--- config.mk ---
export PLATFORM = sky130hd
export DESIGN_NAME = pgc_skid
export DESIGN_NICKNAME = d
export VERILOG_FILES = /design/src/rtl/pgc_pkg.sv /design/src/rtl/pgc_skid.sv
export SDC_FILE = /design/constraint.sdc
export NUM_CORES = 1
export LEC_CHECK = 0
export CORE_ASPECT_RATIO = 0.6
export CORE_MARGIN = 3
export CORE_UTILIZATION = 35
export DETAILED_ROUTE_END_ITERATION = 12
export DONT_BUFFER_PORTS = 1
export PLACE_DENSITY = 0.57
export SETUP_SLACK_MARGIN = 0.2
export SYNTH_ARGS = -nofsm -noshare
export SYNTH_HDL_FRONTEND = slang
export SYNTH_SLANG_ARGS = --single-unit
export TNS_END_PERCENT = 30
--- constraint.sdc ---
create_clock -name clk -period 3.3 [get_ports clk]
set_input_delay 0.66 -clock clk [delete_from_list [all_inputs] [get_ports clk]]
set_output_delay 0.66 -clock clk [all_outputs]
set_load 0.1 [all_outputs]
--- src/rtl/pgc_pkg.sv ---
// Shared types, constants and elaboration-time tables for the gamma corrector.
package pgc_pkg;

	// Register reset value and the code for an exponent of exactly one (Q4.12)
	localparam logic [15:0] GAMMA_ONE = 16'd4096;
	localparam logic [15:0] GAMMA_ZERO = 16'd0;

	localparam logic [7:0] CODE_BLACK = 8'd0;
	localparam logic [7:0] CODE_FULL = 8'd255;

	// Fixed-point layout
	localparam int unsigned FRAC_BITS = 28;      // log2 fraction bits
	localparam int unsigned ONE_SH = 30;         // Q30 exponent domain
	localparam int unsigned GAMMA_FRAC = 12;
	localparam int unsigned Y_W = 31;            // log2(255/c), Q3.28
	localparam int unsigned P_W = 35;            // y * gamma, Q7.28
	localparam int unsigned U_W = FRAC_BITS + 1; // 1 - f, range (0, 1]
	localparam int unsigned X_W = 30;            // exponent argument, Q30
	localparam int unsigned TERM_W = 31;         // Taylor term, holds 1.0
	localparam int unsigned SUM_W = 32;          // Taylor sum, below 2.0
	localparam int unsigned RM_W = 31;           // reciprocal multiplier
	localparam int unsigned QF_W = 64;           // reciprocal product
	localparam logic [X_W-1:0] LN2_Q30 = 30'd744261118;

	// Terms beyond the tenth truncate to zero for any argument up to ln2
	localparam int unsigned EXP_TERMS = 10;

	// Stage 1..3, two stages per Taylor term, final scale stage
	localparam int unsigned PIPE_DEPTH = 3 + 2 * EXP_TERMS + 1;

	typedef logic [Y_W-1:0] logy_t;
	typedef logy_t logy_tbl_t [256];

	typedef struct packed {
		logic [7:0] blue;
		logic [7:0] green;
		logic [7:0] red;
		logic [7:0] alpha;
	} pix_t;

	// log2(c) in Q3.28 by repeated squaring of the normalized mantissa
	function automatic logic [63:0] log2_q28(input int unsigned c);
		logic [63:0] m;
		logic [63:0] frac;
		int unsigned msb;
		int unsigned i;
		msb = 0;
		for (i = 1; i < 8; i++) begin
			if ((c >> i) != 0) msb = i;
		end
		m = 64'(c) << (ONE_SH - msb);
		frac = '0;
		for (i = 0; i < FRAC_BITS; i++) begin
			m = (m * m) >> ONE_SH;
			frac = frac << 1;
			if (m >= (64'd2 << ONE_SH)) begin
				m = m >> 1;
				frac = frac | 64'd1;
			end
		end
		return (64'(msb) << FRAC_BITS) | frac;
	endfunction

	// y = log2(255) - log2(c); entry 0 is never used on the datapath
	function automatic logy_tbl_t build_logy();
		logy_tbl_t t;
		logic [63:0] top;
		int unsigned c;
		top = log2_q28(255);
		t[0] = '0;
		for (c = 1; c < 256; c++) begin
			t[c] = Y_W'(top - log2_q28(c));
		end
		return t;
	endfunction

	localparam logy_tbl_t LOGY_TBL = build_logy();

endpackage

--- src/rtl/pgc_skid.sv ---
// Output register with a skid stage between the pipeline and the result channel.
module pgc_skid (
	input  logic          clk,
	input  logic          arst_n,
	input  logic          in_vld,
	input  pgc_pkg::pix_t in_data,
	output logic          ready,
	output logic          cor_valid,
	input  logic          cor_stall,
	output pgc_pkg::pix_t out_data
);
	import pgc_pkg::*;

	logic out_vld_q;
	logic skid_vld_q;
	pix_t out_data_q;
	pix_t skid_data_q;
	logic take;
	logic load_out;
	logic load_skid;

	assign ready = !skid_vld_q;
	assign take = out_vld_q && !cor_stall;
	assign load_out = !skid_vld_q && in_vld && (!out_vld_q || take);
	assign load_skid = !skid_vld_q && in_vld && out_vld_q && !take;

	always_ff @(posedge clk or negedge arst_n) begin
		if (!arst_n) begin
			out_vld_q <= 1'b0;
			skid_vld_q <= 1'b0;
		end else begin
			if (skid_vld_q) begin
				if (take) skid_vld_q <= 1'b0;
			end else if (load_out) begin
				out_vld_q <= 1'b1;
			end else if (load_skid) begin
				skid_vld_q <= 1'b1;
			end else if (take) begin
				out_vld_q <= 1'b0;
			end
		end
	end

	always_ff @(posedge clk) begin
		if (skid_vld_q && take) out_data_q <= skid_data_q;
		else if (load_out) out_data_q <= in_data;
		if (load_skid) skid_data_q <= in_data;
	end

	assign cor_valid = out_vld_q;
	assign out_data = out_data_q;

endmodule

==> impl_metrics.prom <==
# TYPE chip_impl_metric gauge
chip_impl_metric{name="final-hold-violation-count",unit=""} 0
chip_impl_metric{name="clk_pin_slew_worst_paths",unit="ps"} 50
chip_impl_metric{name="synthesis.instances",unit=""} 113
chip_impl_info{name="final_cell_mix",value="edfxtp_1, mux2_4, clkbuf_16, clkinv_2, nand2_1"} 1
chip_impl_metric{name="route.detailed.wl_per_inst",unit="um"} 18.70
chip_impl_metric{name="worst_slack_at_placement",unit="ps"} 1064
chip_impl_info{name="worst_setup_path_start_kind",value="flip-flop"} 1
chip_impl_metric{name="maximum_fanout_encountered_on_the_critical_timing_path",unit=""} 32
chip_impl_info{name="tritoncts",value="yes"} 1
chip_impl_metric{name="drv_cap",unit=""} 0
chip_impl_info{name="critical_path.endpoint_type",value="flip-flop"} 1
chip_impl_info{name="worst_hold_path_type",value="input pin to async pin"} 1
chip_impl_metric{name="drt_pre_antenna_iters",unit=""} 3
chip_impl_metric{name="post_route_cells_drive_above_1_share",unit=""} 0.4016
chip_impl_metric{name="worstPathRequired",unit="ps"} 3240
chip_impl_metric{name="layout.core_utilization",unit=""} 0.4304
chip_impl_metric{name="r2r.worst_path.cells",unit=""} 3
chip_impl_info{name="most_common_cell_after_layout_fill_and_taps_aside",value="edfxtp_1"} 1
chip_impl_metric{name="worst_slew_pin_slew",unit="ps"} 1080
chip_impl_metric{name="first_pass_grt_wire_length",unit="um"} 6127
chip_impl_metric{name="timing.final.crit_share",unit=""} 0.6703
chip_impl_metric{name="floorplan.rows",unit=""} 23
chip_impl_metric{name="maximum_number_of_pins_on_one_net_before_global_route_repair",unit=""} 33
chip_impl_metric{name="die_w",unit="um"} 116.2
chip_impl_metric{name="deepest_level_of_the_cts_h_tree",unit=""} 3
chip_impl_metric{name="floorplan.initialDensity",unit=""} 0.3707
chip_impl_metric{name="seq_area_frac_synth",unit=""} 0.7733
chip_impl_metric{name="layout.nets",unit=""} 158
chip_impl_metric{name="worst_skew_pair.late_latency",unit="ps"} 330
chip_impl_metric{name="vias",unit=""} 1031
chip_impl_metric{name="max_clock_freq",unit="MHz"} 452.0
chip_impl_metric{name="final.hold.worst_slack",unit="ps"} 26.46
chip_impl_metric{name="area_delta_synth_final",unit="%"} 16.09
chip_impl_metric{name="postRouteWirelength",unit="um"} 4001
chip_impl_metric{name="endpoints_failing_setup",unit=""} 0
chip_impl_metric{name="avgViaCountPerCell",unit=""} 4.818
chip_impl_metric{name="netlist_area",unit="sq um"} 2550
chip_impl_metric{name="cts_setup_buffers",unit=""} 0
chip_impl_metric{name="postCtsHoldBufs",unit=""} 0
chip_impl_metric{name="floorplan.die_area",unit="sq um"} 8379
chip_impl_metric{name="drc_errors",unit=""} 0
chip_impl_metric{name="postLayoutSetupSlackWorst",unit="ps"} 1088
chip_impl_metric{name="numCtsBuffers",unit=""} 9
chip_impl_info{name="worst-setup-path-type",value="flip-flop to flip-flop"} 1
chip_impl_metric{name="initialDrtViolationCount",unit=""} 59
chip_impl_metric{name="clock_sinks",unit=""} 66
chip_impl_info{name="cts-root-buf",value="clkbuf_16"} 1
chip_impl_metric{name="synth.avg_cell_area",unit="sq um"} 22.57
chip_impl_metric{name="final.min_clock_period",unit="ps"} 2212
chip_impl_metric{name="yosysUniqueCellTypes",unit=""} 13
chip_impl_metric{name="die_span_in_y",unit="um"} 72.12
chip_impl_metric{name="critical_path_at",unit="ps"} 2160
chip_impl_info{name="grt_setup_unrepaired",value="false"} 1
chip_impl_metric{name="grt_antenna_before_repair",unit=""} 0
chip_impl_metric{name="io-pin-count",unit=""} 70
chip_impl_metric{name="vias_in_the_first_global_route",unit=""} 1123
chip_impl_metric{name="gr-total-overflow",unit=""} 0
chip_impl_metric{name="finalClockSkew",unit="ps"} 3.409
chip_impl_metric{name="maxSlewHeadroom",unit=""} 0.2782
chip_impl_metric{name="cts.path.max_buffers",unit=""} 2
chip_impl_metric{name="syn_nets",unit=""} 149
chip_impl_metric{name="final_wtd_congestion",unit=""} 0.7020
chip_impl_metric{name="groute.usage.overall",unit=""} 0.1054
chip_impl_metric{name="remaining_antenna_violation_count",unit=""} 0
chip_impl_metric{name="maxSlewViolCount",unit=""} 0
chip_impl_metric{name="dp.final_hpwl",unit="um"} 2647
chip_impl_metric{name="buffer_ports.inserted",unit=""} 0
chip_impl_metric{name="finalSetupTns",unit="ps"} 0
chip_impl_info{name="outcome",value="completed"} 1
chip_impl_metric{name="ant_diodes",unit=""} 0
chip_impl_metric{name="synth_seq_cells",unit=""} 66
chip_impl_metric{name="synth_warnings",unit=""} 0
chip_impl_metric{name="area_of_the_core",unit="sq um"} 6878
chip_impl_metric{name="postCtsResizedCells",unit=""} 0
-- cell usage after synthesis --
library cell | number | area share
nand2b_1 | 1 | 0.0025
inv_1 | 2 | 0.0029
dfrtp_1 | 2 | 0.020
a21boi_0 | 1 | 0.0029
buf_6 | 3 | 0.013
nand3b_4 | 1 | 0.0079
o21ai_0 | 1 | 0.0020
nand2_1 | 3 | 0.0044
edfxtp_1 | 64 | 0.75
mux2_2 | 2 | 0.0088
nor2_1 | 1 | 0.0015
mux2_4 | 30 | 0.18
a21oi_1 | 2 | 0.0039
-- layer usage --
metal | part of all wire | wire, um | up-vias | track usage
met5 | 0 | 0 | - | 0
met4 | 0.024 | 95 | 0 | 0.05792
met3 | 0.15 | 614 | 9 | 0.09000
met2 | 0.44 | 1756 | 57 | 0.1472
met1 | 0.38 | 1535 | 507 | 0.1094
li1 | - | - | 458 | -
-- metrics by stage --
step,instances,area [sq um]
CTS,214,2960
global route,214,2960
finish,214,2960
detailed placement,198,2651
floorplan,113,2554
global placement,198,2651
-- sequential cells by signal, indices dropped and copies added, names as in the netlist --
| name | flops |
|---|---|
| skid_data_q | 32 |
| skid_vld_q | 1 |
| cor_valid | 1 |
| out_data | 32 |
-- logic make-up after synthesis --
| family | after synthesis | synth area share |
|---|---|---|
| buffers and inverters | 5 | 0.01619 |
| AND/OR/NAND/NOR | 6 | 0.01619 |
| AO/OA/AOI/OAI | 4 | 0.008832 |
| multiplexers | 32 | 0.1855 |
| flip-flops | 66 | 0.7733 |
-- final timing paths --
path | endpoint | from | slack (ps)
min reg2reg | out_data[21]$_DFFE_PP_ | skid_data_q[21]$_DFFE_PP_ | 540
max reg2reg | out_data[29]$_DFFE_PP_ | cor_valid$_DFFE_PN0P_ | 1090
min in group clk | skid_data_q[11]$_DFFE_PP_ | in_data[11] | 430
min | cor_valid$_DFFE_PN0P_ | arst_n | 30
max in group asynchronous | skid_vld_q$_DFF_PN0_ | arst_n | 3210
max | out_data[29]$_DFFE_PP_ | cor_valid$_DFFE_PN0P_ | 1090
-- critical path, cell delays in order (launching register included) --
cell	delay [ps]
dfrtp_1	450
buf_4	340
nand2_1	160
a21boi_4	850
-- cell type report --
class | count | area [sq um]
Inverter | 2 | 7.507
Clock inverter | 7 | 83.83
Multi-Input combinational cell | 42 | 555.5
Tap cell | 87 | 108.9
Clock buffer | 9 | 225.2
Fill cell | 580 | 3918
Timing Repair Buffer | 1 | 7.507
Sequential cell | 66 | 1972
Power is left out: the tool's default activity adds up to more than one toggle a clock period on the data nets, which glitch-free logic cannot reach.
